## src/spq_pkg.sv

```systemverilog
// sorted priority queue: shared types, codes and default sizes
// no dependencies; imported by spq_cell, sorted_priority_queue_top, spq_checker and the testbench top
`default_nettype none

package spq_pkg;

	localparam int DEPTH_DEF          = 16;
	localparam int DATA_WIDTH_DEF     = 32;
	localparam int PRIORITY_WIDTH_DEF = 32;

	// operation codes on the input channel; six and seven mean nothing
	typedef enum logic [2:0] {
		OP_INSERT   = 3'd0,
		OP_EXTRACT  = 3'd1,
		OP_REMOVE   = 3'd2,
		OP_CHANGE   = 3'd3,
		OP_CONTAINS = 3'd4,
		OP_CLEAR    = 3'd5
	} op_t;

	typedef enum logic [1:0] {
		ST_OK    = 2'd0,
		ST_EMPTY = 2'd1,
		ST_FULL  = 2'd2
	} status_t;

	// command broadcast to every cell of the row
	typedef enum logic [1:0] {
		CELL_HOLD,
		CELL_INSERT,
		CELL_EXTRACT,
		CELL_REMOVE
	} cell_op_t;

	typedef struct packed {
		cell_op_t op;
		logic     occupied;
	} cell_ctl_t;

	// controller state: normal running, or second half of a change key
	typedef enum logic {
		S_RUN,
		S_REKEY
	} state_t;

endpackage

`default_nettype wire

```

## src/spq_cell.sv

```systemverilog
// sorted priority queue: one cell of the sorted row (one entry)
// depends on spq_pkg; instantiated DEPTH times by sorted_priority_queue_top
`default_nettype none

module spq_cell import spq_pkg::*; #(
	parameter int DATA_WIDTH     = DATA_WIDTH_DEF,
	parameter int PRIORITY_WIDTH = PRIORITY_WIDTH_DEF
) (
	input  wire logic                             clk,
	input  wire cell_ctl_t                        ctl,
	input  wire logic        [DATA_WIDTH-1:0]     cmd_data,
	input  wire logic signed [PRIORITY_WIDTH-1:0] cmd_priority,
	input  wire logic        [DATA_WIDTH-1:0]     left_data,
	input  wire logic signed [PRIORITY_WIDTH-1:0] left_priority,
	input  wire logic                             left_ge,
	input  wire logic        [DATA_WIDTH-1:0]     right_data,
	input  wire logic signed [PRIORITY_WIDTH-1:0] right_priority,
	input  wire logic                             later_in,
	input  wire logic                             any_match,
	output logic             [DATA_WIDTH-1:0]     data_q,
	output logic signed      [PRIORITY_WIDTH-1:0] priority_q,
	output logic                                  ge,
	output logic                                  later_out
);

	logic                             match;
	logic                             load;
	logic        [DATA_WIDTH-1:0]     data_d;
	logic signed [PRIORITY_WIDTH-1:0] priority_d;

	// new priority goes in front of this entry (free cells count as infinite)
	assign ge        = !ctl.occupied || (cmd_priority <= priority_q);
	assign match     = ctl.occupied && (data_q == cmd_data);
	assign later_out = match || later_in;

	always_comb begin
		load       = 1'b0;
		data_d     = data_q;
		priority_d = priority_q;
		unique case (ctl.op)
			CELL_INSERT: begin
				if (ge) begin
					load = 1'b1;
					if (left_ge) begin
						data_d     = left_data;
						priority_d = left_priority;
					end else begin
						data_d     = cmd_data;
						priority_d = cmd_priority;
					end
				end
			end
			CELL_EXTRACT: begin
				load       = 1'b1;
				data_d     = right_data;
				priority_d = right_priority;
			end
			CELL_REMOVE: begin
				// at or beyond the last matching cell: close the gap
				if (any_match && !later_in) begin
					load       = 1'b1;
					data_d     = right_data;
					priority_d = right_priority;
				end
			end
			CELL_HOLD: begin
				load = 1'b0;
			end
			default: begin
				load = 1'b0;
			end
		endcase
	end

	always_ff @(posedge clk) begin
		if (load) begin
			data_q     <= data_d;
			priority_q <= priority_d;
		end
	end

endmodule

`default_nettype wire

```

## src/sorted_priority_queue_top.sv

```systemverilog
// sorted priority queue: top level with controller and the row of cells
// depends on spq_pkg and spq_cell
`default_nettype none

// channel   signals                      direction  carries
// in        in_valid / in_ready          into block operation, item_data, item_priority
// out       out_valid / out_ready        out of block extracted_data, found, status,
//                                                   head_data, head_priority, item_count,
//                                                   queue_empty
//
// rate: one item per cycle unless a result waits; change key makes a remove pass, then an insert pass
// the row of cells and the registered result both update at the accepting edge
// rate is set by the shared broadcast bus: all cells compare and shift at the same edge
// reset: count and handshake state clear at once; cell contents are left as they are
// stalls: a new item is taken in the same cycle the waiting result is taken, not sooner

module sorted_priority_queue_top import spq_pkg::*; #(
	parameter int DEPTH          = DEPTH_DEF,
	parameter int DATA_WIDTH     = DATA_WIDTH_DEF,
	parameter int PRIORITY_WIDTH = PRIORITY_WIDTH_DEF,
	localparam int CW            = $clog2(DEPTH + 1)
) (
	input  wire logic                             clk,
	input  wire logic                             arst_n,
	input  wire logic                             in_valid,
	output logic                                  in_ready,
	input  wire logic        [2:0]                operation,
	input  wire logic        [DATA_WIDTH-1:0]     item_data,
	input  wire logic signed [PRIORITY_WIDTH-1:0] item_priority,
	output logic                                  out_valid,
	input  wire logic                             out_ready,
	output logic             [DATA_WIDTH-1:0]     extracted_data,
	output logic                                  found,
	output logic             [1:0]                status,
	output logic             [DATA_WIDTH-1:0]     head_data,
	output logic signed      [PRIORITY_WIDTH-1:0] head_priority,
	output logic             [CW-1:0]             item_count,
	output logic                                  queue_empty
);

	// controller state
	state_t  state_q, state_d;
	logic    [CW-1:0] count_q, count_d;
	logic    out_valid_q, out_valid_d;
	logic    [DATA_WIDTH-1:0] extracted_q, extracted_d;
	logic    found_q, found_d;
	status_t status_q, status_d;

	// change key operands held for the insert pass
	logic        [DATA_WIDTH-1:0]     rekey_data_q;
	logic signed [PRIORITY_WIDTH-1:0] rekey_priority_q;

	// broadcast bus to the cells
	cell_op_t                         cell_op;
	logic        [DATA_WIDTH-1:0]     cmd_data;
	logic signed [PRIORITY_WIDTH-1:0] cmd_priority;

	// row of cells
	logic        [DATA_WIDTH-1:0]     cell_data     [DEPTH];
	logic signed [PRIORITY_WIDTH-1:0] cell_priority [DEPTH];
	logic        [DEPTH-1:0]          cell_ge;
	logic        [DEPTH-1:0]          cell_later;

	logic in_fire;
	logic empty;
	logic full;
	logic any_match;
	op_t  op;

	assign op        = op_t'(operation);
	assign empty     = (count_q == '0);
	assign full      = (count_q == CW'(DEPTH));
	assign any_match = cell_later[0];
	assign in_ready  = (state_q == S_RUN) && (!out_valid_q || out_ready);
	assign in_fire   = in_valid && in_ready;

	// operands: live input, or the held pair during the insert pass of change key
	assign cmd_data     = (state_q == S_REKEY) ? rekey_data_q     : item_data;
	assign cmd_priority = (state_q == S_REKEY) ? rekey_priority_q : item_priority;

	// cells, head at index 0, ascending priority, newest first among equals
	for (genvar k = 0; k < DEPTH; k++) begin : g_cell
		cell_ctl_t                        ctl;
		logic        [DATA_WIDTH-1:0]     l_data;
		logic signed [PRIORITY_WIDTH-1:0] l_priority;
		logic                             l_ge;
		logic        [DATA_WIDTH-1:0]     r_data;
		logic signed [PRIORITY_WIDTH-1:0] r_priority;
		logic                             r_later;

		assign ctl = {cell_op, (CW'(k) < count_q)};

		if (k == 0) begin : g_first
			assign l_data     = '0;
			assign l_priority = '0;
			assign l_ge       = 1'b0;
		end else begin : g_mid
			assign l_data     = cell_data[k-1];
			assign l_priority = cell_priority[k-1];
			assign l_ge       = cell_ge[k-1];
		end

		if (k == DEPTH - 1) begin : g_last
			assign r_data     = '0;
			assign r_priority = '0;
			assign r_later    = 1'b0;
		end else begin : g_inner
			assign r_data     = cell_data[k+1];
			assign r_priority = cell_priority[k+1];
			assign r_later    = cell_later[k+1];
		end

		spq_cell #(
			.DATA_WIDTH     (DATA_WIDTH),
			.PRIORITY_WIDTH (PRIORITY_WIDTH)
		) u_cell (
			.clk            (clk),
			.ctl            (ctl),
			.cmd_data       (cmd_data),
			.cmd_priority   (cmd_priority),
			.left_data      (l_data),
			.left_priority  (l_priority),
			.left_ge        (l_ge),
			.right_data     (r_data),
			.right_priority (r_priority),
			.later_in       (r_later),
			.any_match      (any_match),
			.data_q         (cell_data[k]),
			.priority_q     (cell_priority[k]),
			.ge             (cell_ge[k]),
			.later_out      (cell_later[k])
		);
	end

	// next state, cell command and result fields
	always_comb begin
		state_d     = state_q;
		count_d     = count_q;
		out_valid_d = out_valid_q && !out_ready;
		extracted_d = extracted_q;
		found_d     = found_q;
		status_d    = status_q;
		cell_op     = CELL_HOLD;
		unique case (state_q)
			S_RUN: begin
				if (in_fire) begin
					extracted_d = '0;
					found_d     = 1'b0;
					status_d    = ST_OK;
					out_valid_d = 1'b1;
					unique case (op)
						OP_INSERT: begin
							if (full) begin
								status_d = ST_FULL;
							end else begin
								cell_op = CELL_INSERT;
								count_d = count_q + 1'b1;
							end
						end
						OP_EXTRACT: begin
							if (empty) begin
								status_d = ST_EMPTY;
							end else begin
								cell_op     = CELL_EXTRACT;
								extracted_d = cell_data[0];
								count_d     = count_q - 1'b1;
							end
						end
						OP_REMOVE: begin
							cell_op = CELL_REMOVE;
							found_d = any_match;
							if (any_match) begin
								count_d = count_q - 1'b1;
							end
						end
						OP_CHANGE: begin
							// remove pass now, insert pass next cycle
							cell_op     = CELL_REMOVE;
							out_valid_d = 1'b0;
							state_d     = S_REKEY;
							if (any_match) begin
								count_d = count_q - 1'b1;
							end
						end
						OP_CONTAINS: begin
							found_d = any_match;
						end
						OP_CLEAR: begin
							count_d = '0;
						end
						default: begin
							cell_op = CELL_HOLD;
						end
					endcase
				end
			end
			S_REKEY: begin
				out_valid_d = 1'b1;
				state_d     = S_RUN;
				if (full) begin
					status_d = ST_FULL;
				end else begin
					cell_op = CELL_INSERT;
					count_d = count_q + 1'b1;
				end
			end
			default: begin
				state_d = S_RUN;
			end
		endcase
	end

	always_ff @(posedge clk or negedge arst_n) begin
		if (!arst_n) begin
			state_q     <= S_RUN;
			count_q     <= '0;
			out_valid_q <= 1'b0;
		end else begin
			state_q     <= state_d;
			count_q     <= count_d;
			out_valid_q <= out_valid_d;
		end
	end

	// result fields and held operands carry no reset
	always_ff @(posedge clk) begin
		extracted_q <= extracted_d;
		found_q     <= found_d;
		status_q    <= status_d;
		if (in_fire) begin
			rekey_data_q     <= item_data;
			rekey_priority_q <= item_priority;
		end
	end

	// head read straight from the row, count from the fill counter; neither can move while a result waits
	assign out_valid      = out_valid_q;
	assign extracted_data = extracted_q;
	assign found          = found_q;
	assign status         = status_q;
	assign head_data      = empty ? '0 : cell_data[0];
	assign head_priority  = empty ? '0 : cell_priority[0];
	assign item_count     = count_q;
	assign queue_empty    = empty;

	// fill count never passes the row length
	a_count_bound: assert property (@(posedge clk) disable iff (!arst_n)
		count_q <= CW'(DEPTH))
		else $error("entry count beyond depth");

	// no result is offered between the two passes of change key
	a_rekey_quiet: assert property (@(posedge clk) disable iff (!arst_n)
		(state_q == S_REKEY) |-> !out_valid_q)
		else $error("result offered mid change key");

	// the two front cells stay in order
	a_head_order: assert property (@(posedge clk) disable iff (!arst_n)
		(count_q >= CW'(2)) |-> (cell_priority[0] <= cell_priority[1]))
		else $error("row out of order at head");

	// a successful extract takes exactly one entry
	a_extract_count: assert property (@(posedge clk) disable iff (!arst_n)
		(in_fire && (op == OP_EXTRACT) && !empty) |=> (count_q == $past(count_q) - 1'b1))
		else $error("extract did not drop one entry");

endmodule

`default_nettype wire

```

## config.mk

```make
export PLATFORM = sky130hd
export DESIGN_NAME = sorted_priority_queue_top
export DESIGN_NICKNAME = d
export VERILOG_FILES = /design/src/spq_pkg.sv /design/src/spq_cell.sv /design/src/sorted_priority_queue_top.sv
export SDC_FILE = /design/constraint.sdc
export NUM_CORES = 2
export LEC_CHECK = 0
export BUFFER_PORTS_ARGS = -buffer_cell sky130_fd_sc_hd__buf_2
export CAP_MARGIN = 20
export CORE_MARGIN = 8
export CORE_UTILIZATION = 50
export CTS_CLUSTER_DIAMETER = 100
export DETAILED_ROUTE_END_ITERATION = 10
export HOLD_SLACK_MARGIN = 0.02
export PLACE_DENSITY_LB_ADDON = 0.12
export SLEW_MARGIN = 40
export SYNTH_ARGS = -nofsm -noshare
export SYNTH_HDL_FRONTEND = slang
export SYNTH_SLANG_ARGS = --single-unit
```

## constraint.sdc

```tcl
create_clock -name clk -period 18.9 [get_ports clk]
set_input_delay 0 -clock clk [delete_from_list [all_inputs] [get_ports clk]]
set_output_delay 0 -clock clk [all_outputs]
set_load 0.005 [all_outputs]
```

; ---- Word-level counts from Yosys, hierarchy flattened
; Cells that the tools add are included.
[word_totals]
ff_bits = 1130
inputBits = 71
output_inout_bits = 107
[classes]
add_sub_neg = 2
magnitude_cmp = 32
eq_ne = 62
n_mux = 200
bitwise_logic = 1
reduce_logical = 124
[ops]
columns = op, count
row1 = 32-bit two-way mux, 97
row2 = 32-bit case mux with 3 select lines, 32
row3 = 32-bit equality test, 16
row4 = 32-bit less-or-equal comparator, 16
row5 = 4-bit AND reduction, 17
row6 = 2-bit by 1-bit inequality test with 1-bit output (second input constant), 32
row7 = 1-bit case mux with 4 select lines, 16
row8 = 4-bit by 5-bit < comparator with 1-bit output (first input constant), 8
row9 = 1-bit two-way mux, 38
row10 = 1-bit logical AND, 34
row11 = 1-bit logical NOT, 33
row12 = 1-bit logical OR, 32
row13 = 3-bit by 5-bit < comparator with 1-bit output (first input constant), 4
row14 = 5-bit two-way mux, 4
row15 = 5-bit case mux with 4 select lines, 1
row16 = 2-bit case mux with 2 select lines, 3
row17 = 1-bit by 5-bit < comparator with 1-bit output (first input constant), 2
row18 = 2-bit by 5-bit < comparator with 1-bit output (first input constant), 2
row19 = 2-bit two-way mux, 5
row20 = 5-bit case mux with 2 select lines, 1
row21 = 3-bit by 2-bit equality test with 1-bit output (second input constant), 2
row22 = 3-bit equality test (second input constant), 2
row23 = 2-bit case mux with 3 select lines, 1
row24 = 5-bit by 1-bit adder with 5-bit output (second input constant), 1
row25 = other kinds (17), 22

; ---- Depth between registers and ports, before layout
[depth]
ltp_word = 22
depth_mapped = 20
ltp_nobuf = 13

; ---- By module
; A second synthesis with hierarchy kept.
[unflattened]
cells_unflattened = 7569
hier_area_um2 = 76414.5
[modules_own_cells]
columns = mod, n_inst, cells_each, area_per_inst_um2
row1 = spq_cell at g_cell[0].u_cell ..., 11, 446, 4456.8
row2 = spq_cell at g_cell[5].u_cell ..., 5, 447, 4448.0
row3 = sorted_priority_queue_top, 1, 428, 5149.9

; ---- Worst setup path before layout
; Ideal clock, no wire load.
[synth_path]
path_type = reg2reg
start = register state_q
end = register g_cell[9].u_cell.data_q[0], enable pin
setup_time_ps = 581
t_arrival_ps = 8891
slack_ps = 9428
stages_incl_launch_ff = 20
period_less_slack_ps = 9472
cell_sequence = dfrtp_1 -> buf_4 -> buf_6 -> buf_4 -> buf_4 -> clkbuf_1 -> mux2_2 -> clkbuf_1 -> ha_1 -> a21o_1 -> a21o_1 -> a21oi_1 -> nor2_1 -> a211oi_1 -> a2bb2oi_1 -> and4b_1 -> nor3_1 -> buf_2 -> buf_1 -> o31ai_1
[synth_via]
elab_chain_len = 22
[synth_rtl]
columns = item, line_no
row1 = start: declaration, sorted_priority_queue_top.sv:42  ; state_t state_q, state_d;
row2 = start signal: assignment, sorted_priority_queue_top.sv:219  ; state_q <= state_d;
row3 = 32-bit two-way mux, sorted_priority_queue_top.sv:78  ; assign cmd_data = (state_q == S_REKEY) ? rekey_data_q : item_data;
row4 = 32-bit equality test, spq_cell.sv:33  ; assign match = ctl.occupied && (data_q == cmd_data);
row5 = 1-bit logical AND, spq_cell.sv:33
row6 = 1-bit logical OR (15 in a row), spq_cell.sv:34  ; assign later_out = match || later_in;
row7 = 1-bit logical AND, spq_cell.sv:60  ; if (any_match && !later_in) begin
row8 = 1-bit two-way mux, spq_cell.sv:60
row9 = 1-bit case mux with 4 select lines, spq_cell.sv:40  ; unique case (ctl.op)
row10 = 4-bit AND reduction (no source line) (*), --
row11 = end signal: assignment, spq_cell.sv:77  ; data_q <= data_d;
row12 = end: declaration, spq_cell.sv:20  ; output logic [DATA_WIDTH-1:0] data_q,
; Every way passes the cells marked *; elsewhere a longest branch is shown, timed or not.
; A chain may end at the register's enable or synchronous reset.

; ---- Worst setup path after layout
[layout_path]
start = register state_q
end = register g_cell[15].u_cell.priority_q[12], enable pin
[layout_via]
elab_chain_len = 21
[layout_rtl]
columns = item, line_no
row1 = 32-bit two-way mux, sorted_priority_queue_top.sv:78
row2 = 32-bit equality test, spq_cell.sv:33
row3 = 1-bit logical AND, spq_cell.sv:33
row4 = 1-bit logical OR (15 in a row), spq_cell.sv:34
row5 = 1-bit two-way mux, spq_cell.sv:60
row6 = 1-bit case mux with 4 select lines, spq_cell.sv:40
row7 = 4-bit AND reduction (no source line) (*), --
row8 = end signal: assignment, spq_cell.sv:78  ; priority_q <= priority_d;
row9 = end: declaration, spq_cell.sv:21  ; output logic signed [PRIORITY_WIDTH-1:0] priority_q,
; Marked as above.

==> results.cfg <==
[place]
pre_cts_slack_ns = 12.04
post_dp_cell_area_mm2 = 0.0790
final_replace_weighted_congestion = 0.994
io_buffers = 177
detailedPlacementHpwl_mm = 198

[power_and_ir_drop]
power_per_standard_cell_area_mw_per_mm2 = 127
worst_ir_drop_vdd_mv = 0.0915
leakagePower_nw = 31.2

[clock_tree]
ctsLongestPathBuffers = 3
clk_transition_reported_paths_ns = 0.06
tritoncts_clock_tree = done
cts_setup_buffers = 0
clock_tree.root_cell = sky130_fd_sc_hd__clkbuf_16
ctsResizeCount = 0
worst_skew_pair.late_latency_ns = 0.77
numCtsBuffers = 139
clock_sinks = 1130
ctsHoldBuffers = 131
h-tree-depth = 4

[critical_path]
worst-setup-path-type = flop to flop
timing.critical_path.to_type = flop
startpoint_type = flop
crit_required_ns = 19.27
crit_path_dat_ns = 7.47
crit_path_max_fanout = 49

[flow_run]
maxCapViolations = 0

[sta]
worst_pin_slew_ns = 0.855
timing.final.max_slew_violations = 0
finalSetupViolCount = 0
rsz_0062_raised_after_global_routing = no
whs_ns = 0.0663
finClkSkew_ns = 0.0376
final.period_utilization = 0.376
fin_crit_ns = 7.10
relSlewSlack = 0.427
timing.fmax_mhz = 141
finalSetupTns_ns = 0
timing_hold_violations_final = 0
setup_ws_ns = 11.80

[final_layout]
post_route_cells_drive_above_1_share = 0.0877
mostFrequentLayoutCells = 1,123 x sky130_fd_sc_hd__edfxtp_1, 806 x sky130_fd_sc_hd__nand2_1, 590 x sky130_fd_sc_hd__o21ai_0
design_area_mm2 = 0.0849
finish.utilization = 0.560
area_delta_synth_final_pct = 11.6
most_common_library_cell_in_the_layout_ignoring_fill_and_taps = sky130_fd_sc_hd__edfxtp_1
final_nets = 8303

[synthesis]
yosysSeqAreaShare = 0.446
yosys-mux-area-fraction = 0.0715
synth_top_family_by_area = compound AO/OA/AOI/OAI gates
synth.cell_area_mm2 = 0.0761
largest_cells_by_area_after_synthesis = sky130_fd_sc_hd__edfxtp_1 44%, sky130_fd_sc_hd__ha_1 8.5%, sky130_fd_sc_hd__xnor2_1 5.9%
mappedNetlistNets = 8252
synth_simple_gate_area_frac = 0.138
synth-edff-count = 1123
post_synth_fa_ha_maj_area_fraction = 0.0847
synthesis.yosys.warnings = 0
synth_flop_cell = sky130_fd_sc_hd__edfxtp_1
synthArstFlopShare = 0.00619
ys_seq_elements = 1130
synth.avg_cell_area_um2 = 9.92
synth.largest_area_cell = sky130_fd_sc_hd__edfxtp_1
post-synth-top-area-fraction = 0.443
synth_compound_area_frac = 0.144
synth_cell_types = 77
netlist_instances = 7666
synthXorXnorAreaFrac = 0.0594

[die]
fp.dieArea_mm2 = 0.165
die_y_um = 406
core.rowCount = 143
initial_utilization = 0.502
die_x_um = 406
top_level_ports = 178
core_area_mm2 = 0.152

[grt]
pin_count_of_the_biggest_net_entering_global_routing = 230
grt_pass1_vias = 59139
initial_antenna_violation_count = 1
grt_first_pass_wirelength_mm = 393
grtUsageTotal = 0.314
global_route.overflow_total = 0

[drt]
vias = 63225
remaining_drc_errors = 0
detail_route.first_pass.iterations = 8
detailedRoute.firstIterationViolations = 8801
routedWlPerCell_um = 27.4
drt.antenna.violating_nets = 0
via_per_inst = 6.41
sum_of_routed_wire_length_over_all_layers_mm = 270

[run_status]
run_status = finished, final reports clean

[hold_path]
worst_hold_path_type = input pin to flop
-- metrics by stage --
stage               power, mW  cells
CTS                      10.7   9850
finish                   10.8   9856
floorplan                6.75   7666
global route             11.3   9854
global placement         7.98   9466
detailed placement       8.09   9471
-- area by class of cell --
cell class,instances,area (um^2)
Sequential cell,1130,33900
Inverter,513,1930
Antenna cell,2,5.00
Tap cell,2030,2540
Multi-Input combinational cell,5465,38500
Clock inverter,71,591
Clock buffer,177,3810
Fill cell,13329,66700
Timing Repair Buffer,468,3620
-- critical path: stages, from the launching register on --
cell and delay (ns):
sky130_fd_sc_hd__dfrtp_4 0.84, sky130_fd_sc_hd__buf_6 0.62, sky130_fd_sc_hd__buf_4 0.64, sky130_fd_sc_hd__mux2i_4 0.31, sky130_fd_sc_hd__buf_4 0.60, sky130_fd_sc_hd__xnor2_1 0.18
sky130_fd_sc_hd__nor4_1 0.35, sky130_fd_sc_hd__nand4_1 0.17, sky130_fd_sc_hd__nor3_1 0.52, sky130_fd_sc_hd__nor3_1 0.25, sky130_fd_sc_hd__nand4_1 0.49, sky130_fd_sc_hd__nor2_1 0.31
sky130_fd_sc_hd__a2bb2oi_4 0.59, sky130_fd_sc_hd__buf_4 0.66
-- synthesized netlist by cell type, drive strengths merged (19+ instances only) --
master	instances
edfxtp	1123
nand2	807
o21ai	602
ha	515
xnor2	515
inv	513
mux2i	452
nand3	437
clkbuf	389
nor2	349
a21oi	251
o311ai	229
nor4	210
buf	169
o221ai	157
nand4	143
a21o	135
nor3	89
o31ai	75
and2	67
mux2	67
o22ai	64
a211oi	53
o21a	35
nor2b	33
nand2b	19
-- registers in the layout, indices dropped and copies added (netlist names) --
register	count
found	1
g_cell.u_cell.priority_q	512
g_cell.u_cell.data_q	512
rekey_data_q	32
extracted_data	32
rekey_priority_q	32
status	2
state_q	1
out_valid	1
item_count	5
-- power by group --
| group | total, mW | switching [mW] | internal, mW |
|---|---|---|---|
| registers | 4.12 | 0.510 | 3.61 |
| logic | 4.04 | 2.55 | 1.50 |
| clock network | 2.63 | 1.10 | 1.53 |
-- metal layers --
layer  share of wire  vias up  GRT usage
met2            0.41     3662      0.448
met3            0.10      568     0.0588
met5               0        -          0
li1                -    28668          -
met4           0.046        0      0.129
met1            0.44    30327      0.466
-- cell families (layout without fill, tap and decap cells) --
group	after synthesis	after routing
mux	519	519
simple gates	2229	2229
xor+xnor	516	516
compound gates	1686	1686
flops	1130	1130
fa+ha+maj	515	515
other cells	0	2
buf+inv	1071	1229
-- worst paths after layout --
kind	slack, ns	startpoint	to	cells after the start
max	11.80	state_q$_DFF_PN0_	g_cell[15].u_cell.priority_q[12]$_SDFFCE_PP0P_	13
min	0.07	item_priority[30]	rekey_priority_q[30]$_DFFE_PP_	2
max reg2reg	11.80	state_q$_DFF_PN0_	g_cell[15].u_cell.priority_q[12]$_SDFFCE_PP0P_	13
min reg2reg	0.55	g_cell[7].u_cell.priority_q[7]$_DFFE_PP_	g_cell[6].u_cell.priority_q[7]$_DFFE_PP_	2
max in group asynchronous	18.36	arst_n	state_q$_DFF_PN0_	3
min in group asynchronous	0.23	arst_n	item_count[1]$_DFFE_PN0P_	3
Power figures use the tool's default switching activity.
